===== config.mk =====
export PLATFORM = sky130hd
export DESIGN_NAME = jss_match
export DESIGN_NICKNAME = d
export VERILOG_FILES = /design/src/design/jss_pkg.sv /design/src/design/jss_match.sv
export SDC_FILE = /design/constraint.sdc
export NUM_CORES = 2
export LEC_CHECK = 0
export BUFFER_PORTS_ARGS = -buffer_cell sky130_fd_sc_hd__buf_2
export CAP_MARGIN = 20
export CORE_MARGIN = 2
export CORE_UTILIZATION = 36
export CTS_CLUSTER_SIZE = 30
export DETAILED_ROUTE_END_ITERATION = 16
export GPL_ROUTABILITY_DRIVEN = 0
export PLACE_DENSITY_LB_ADDON = 0.08
export SYNTH_ARGS = -nofsm -noshare
export SYNTH_HDL_FRONTEND = slang
export SYNTH_SLANG_ARGS = --single-unit

===== constraint.sdc =====
create_clock -name clk -period 13.1 [get_ports clk]
set_input_delay 1.965 -clock clk [delete_from_list [all_inputs] [get_ports clk]]
set_output_delay 1.965 -clock clk [all_outputs]
set_load 0.05 [all_outputs]

===== src/design/jss_pkg.sv =====
// Shared widths, register indexes and types of the stimulus junction sum block.
`default_nettype none

package jss_pkg;

  localparam int unsigned MAX_JUNCTIONS_DEF = 64;

  localparam int unsigned COORD_W   = 24;
  localparam int unsigned TIME_W    = 32;
  localparam int unsigned FINISH_W  = 33;
  localparam int unsigned RADIUS_W  = 23;
  localparam int unsigned DENSITY_W = 32;
  localparam int unsigned VALUE_W   = 38;
  localparam int unsigned COUNT_W   = 7;
  localparam int unsigned R2_W      = 2 * RADIUS_W;
  localparam int unsigned DIFF_W    = COORD_W + 1;
  localparam int unsigned SQ_W      = 2 * COORD_W + 1;
  localparam int unsigned D2_W      = SQ_W + 2;

  localparam int unsigned CFG_IDX_W  = 1;
  localparam int unsigned CFG_DATA_W = 32;
  localparam int unsigned IN_DATA_W  = 136;
  localparam int unsigned OUT_DATA_W = 48;

  // Register indexes on the configuration port.
  localparam logic [CFG_IDX_W-1:0] REG_RADIUS  = 1'b0;
  localparam logic [CFG_IDX_W-1:0] REG_DENSITY = 1'b1;

  // Input word kinds.
  localparam logic MODE_INSERT = 1'b0;
  localparam logic MODE_QUERY  = 1'b1;

  // One stored junction.
  typedef struct packed {
    logic [FINISH_W-1:0] finish;
    logic [TIME_W-1:0]   start;
    logic [COORD_W-1:0]  z;
    logic [COORD_W-1:0]  y;
    logic [COORD_W-1:0]  x;
  } jss_entry_t;

  // Status of the match pipeline toward the sequencer.
  typedef struct packed {
    logic busy;
    logic hit_valid;
    logic hit;
  } jss_pipe_t;

endpackage

`default_nettype wire


===== src/design/jss_match.sv =====
// Three-stage pipeline that tests one stored junction against the query point and time.
`default_nettype none

module jss_match
  import jss_pkg::*;
(
  input  wire logic                clk,
  input  wire logic                rst_n,
  input  wire logic                in_valid,
  input  wire jss_entry_t          entry,
  input  wire logic [COORD_W-1:0]  qx,
  input  wire logic [COORD_W-1:0]  qy,
  input  wire logic [COORD_W-1:0]  qz,
  input  wire logic [TIME_W-1:0]   qt,
  input  wire logic [R2_W-1:0]     r2,
  output jss_pipe_t                pipe
);

  logic [DIFF_W-1:0]   dx, dy, dz;
  logic [DIFF_W-1:0]   ax, ay, az;
  logic                t_ok;
  logic                a_v_r, b_v_r, c_v_r;
  logic [DIFF_W-1:0]   ax_r, ay_r, az_r;
  logic                a_t_r, b_t_r;
  logic [SQ_W-1:0]     sqx_full, sqy_full, sqz_full;
  logic [SQ_W-1:0]     sqx_r, sqy_r, sqz_r;
  logic [D2_W-1:0]     d2;
  logic                hit_r;

  // Stage A: absolute differences and the time window test.
  always_comb begin
    dx = {qx[COORD_W-1], qx} - {entry.x[COORD_W-1], entry.x};
    dy = {qy[COORD_W-1], qy} - {entry.y[COORD_W-1], entry.y};
    dz = {qz[COORD_W-1], qz} - {entry.z[COORD_W-1], entry.z};
    ax = dx[DIFF_W-1] ? (~dx + DIFF_W'(1)) : dx;
    ay = dy[DIFF_W-1] ? (~dy + DIFF_W'(1)) : dy;
    az = dz[DIFF_W-1] ? (~dz + DIFF_W'(1)) : dz;
    t_ok = (qt >= entry.start) && ({1'b0, qt} <= entry.finish);
  end

  // Stage B: squares. The largest distance squared stays below 2^48, so SQ_W bits hold it.
  // Stage C: sum and compare against the squared radius.
  assign sqx_full = SQ_W'(ax_r) * SQ_W'(ax_r);
  assign sqy_full = SQ_W'(ay_r) * SQ_W'(ay_r);
  assign sqz_full = SQ_W'(az_r) * SQ_W'(az_r);
  assign d2 = D2_W'(sqx_r) + D2_W'(sqy_r) + D2_W'(sqz_r);

  always_ff @(posedge clk) begin
    if (!rst_n) begin
      a_v_r <= 1'b0;
      b_v_r <= 1'b0;
      c_v_r <= 1'b0;
    end else begin
      a_v_r <= in_valid;
      b_v_r <= a_v_r;
      c_v_r <= b_v_r;
    end
  end

  always_ff @(posedge clk) begin
    ax_r  <= ax;
    ay_r  <= ay;
    az_r  <= az;
    a_t_r <= t_ok;
    sqx_r <= sqx_full;
    sqy_r <= sqy_full;
    sqz_r <= sqz_full;
    b_t_r <= a_t_r;
    hit_r <= b_t_r && (d2 <= D2_W'(r2));
  end

  assign pipe.busy      = a_v_r | b_v_r | c_v_r;
  assign pipe.hit_valid = c_v_r;
  assign pipe.hit       = hit_r;

endmodule

`default_nettype wire

==> results.json <==
{
  "fin_ws_ns": 4.86,
  "worstPathMaxFanout": 10,
  "dp_cells": 10420,
  "design_area_sq_mm": 0.0750,
  "route.antenna.remaining_nets": 0,
  "dr.first_iter.drc_count": 1933,
  "cts-buffers-inserted": 36,
  "worstMarginPinSlew_ns": 1.12,
  "core_sq_mm": 0.192,
  "routed_wl_um": 191000,
  "async_reset_ff_share_pct": 0,
  "fin_setup_tns_ns": 0,
  "startpoint_type": "flop",
  "vias": 49897,
  "crit_type": "flop to flop",
  "ioPinCount": 293,
  "chipWidth_um": 443,
  "synth-seq-cells": 225,
  "htreeDepth": 2,
  "cts_tree": "yes",
  "timing.slew.headroom_pct": 24.4,
  "setup_viol": 0,
  "grt_pass1_vias": 55206,
  "post_cts_resized": 0,
  "numClockSinks": 225,
  "outcome": "finished clean",
  "synth-main-ff-cell": "dfxtp_1",
  "rows": 161,
  "hpwl_um": 161000,
  "drive_gt1_share_pct": 5.95,
  "insertion_delay_ns": 0.61,
  "grt-ovfl-total": 0,
  "synthTopCellsByArea": "fa_1 (42%), ha_1 (14%), inv_1 (12%)",
  "hold_buffers": 0,
  "syn_inst": 7722,
  "synth_edf_count": 0,
  "die_area_sq_mm": 0.196,
  "drtPass1Iterations": 5,
  "post-route-period-util_pct": 62.9,
  "yosys-top-cells-count": "inv_1 (2156), fa_1 (1451), ha_1 (785), nand2_1 (611), and2_1 (402)",
  "hold_class": "flop to flop",
  "yosysTopAreaCell": "fa_1",
  "grt_util_all_layers_pct": 20.0,
  "cts_buffer_depth": 3,
  "die_h_um": 443,
  "yosysWarnings": 0,
  "vias_per_cell": 4.76,
  "cts_setup_buffers": 0,
  "num-nets-final": 10459,
  "drc": 0,
  "place_ws_ns": 4.53,
  "ys_seq_area_share_pct": 6.50,
  "path_clk_slew_ns": 0.06,
  "drv_cap": 0,
  "place_area_sq_mm": 0.0738,
  "clockRootBuffer": "clkbuf_16",
  "skew_ns": 0.0277,
  "syn2layout_area_growth_pct": 8.29,
  "initial_core_util_pct": 36.1,
  "min_period_ns": 8.24,
  "crit_path_end_kind": "flop",
  "rsz0062_at_grt": "false",
  "finalHoldViolCount": 0,
  "synth.avg_cell_area_sq_um": 8.97,
  "synth_most_common_cell": "inv_1",
  "synth_top_area_share_pct": 41.9,
  "cp_data_arrival_time_ns": 8.72,
  "synthesis.area_sq_mm": 0.0693,
  "cp.required_ns": 13.58,
  "report.final.slew_viol_count": 0,
  "fmax_mhz": 121,
  "grt_pass1_wl_um": 307000,
  "layoutNonFillerInstCount": 10488,
  "ys_types": 85,
  "post_drt_wl_per_cell_um": 18.2,
  "antenna_found_initial": 9,
  "grt_max_degree": 29,
  "port_buffers": 292
}
-- sequential cells by signal, indices dropped and copies added, names as in the netlist --
register and cells:
ax_r 25, sqx_r 48, a_t_r 1, sqz_r 48
b_t_r 1, b_v_r 1, ay_r 25, sqy_r 48
hit_r 1, a_v_r 1, az_r 25, c_v_r 1
-- cell type report --
cell class                      count  area (sq um)
Antenna cell                        1          2.50
Clock buffer                       49          1040
Clock inverter                     17           180
Fill cell                       19758        117000
Inverter                         2156          8090
Multi-Input combinational cell   5144         56000
Sequential cell                   225          4510
Tap cell                         2526          3160
Timing Repair Buffer              370          2110
-- path summary, 6_finish.rpt --
path | cells after the start | slack, ns | endpoint | from
worst max-delay path | 26 | 4.86 | sqy_r[42] | ay_r[1]
worst min-delay path | 0 | 0.33 | b_t_r | a_t_r
worst max register to register | 26 | 4.86 | sqy_r[42] | ay_r[1]
worst min register to register | 0 | 0.33 | b_t_r | a_t_r
-- through the flow --
step                      hold WS (ns)  utilization, %
after floorplan                  0.310               -
after global placement           0.319            38.4
after detailed placement         0.316            38.4
after CTS                        0.332            39.1
after global routing             0.342            39.1
final                            0.328            39.1
-- worst max-delay path, stage by stage, from the launching register on --
cell       delay, ns
dfxtp_1         0.73
nand2_1         0.18
fa_1            0.51
inv_1           0.05
fa_1            0.52
inv_1           0.05
fa_1            0.53
inv_1           0.05
fa_1            0.50
inv_1           0.06
fa_1            0.53
inv_1           0.05
fa_1            0.47
inv_1           0.05
fa_1            0.50
inv_1           0.05
ha_1            0.39
and3_1          0.29
and3_1          0.22
o2111ai_1       0.15
a31oi_1         0.58
a21oi_1         0.31
o21bai_1        0.36
o31ai_1         0.16
o21ai_0         0.33
nor4b_1         0.09
or3_1           0.38
-- cells in the final DEF, fill, tap and decap left out, drive strengths merged, types with 11 or more instances in the layout --
cell type	count
a21oi	276
ha	785
a31oi	35
clkbuf	49
o31ai	17
nor3	60
dfxtp	225
or2	16
nor2	242
buf	370
inv	2161
o2111ai	12
a21boi	11
nand4	43
o21ai	162
nor2b	54
nand2b	35
o21a	49
fa	1451
nand3	70
and4	15
o211ai	14
xor2	102
and2	402
a21o	153
xnor2	223
o21bai	32
nor4	14
a211oi	31
or3	12
nand2	611
and3	41
-- metal layers --
layer / vias to the layer above / wire length, um / global-route usage [%]
li1: 23818 / - / -
met1: 25272 / 85500 / 26.6
met2: 666 / 95100 / 35.3
met3: 137 / 5790 / 1.75
met4: 4 / 4210 / 4.33
met5: - / 21 / 0
-- cell families after synthesis --
group | Yosys count | synth area share [%]
other cells | 2 | 0.0108
mux | 12 | 0.184
buf+inv | 2354 | 12.8
flops | 225 | 6.50
simple gates | 1665 | 11.9
xor+xnor | 325 | 4.11
compound gates | 903 | 8.40
fa+ha+maj | 2236 | 56.1
Power is not shown: default switching activity piles up to over one toggle a cycle in this logic, so the estimate is an artifact.
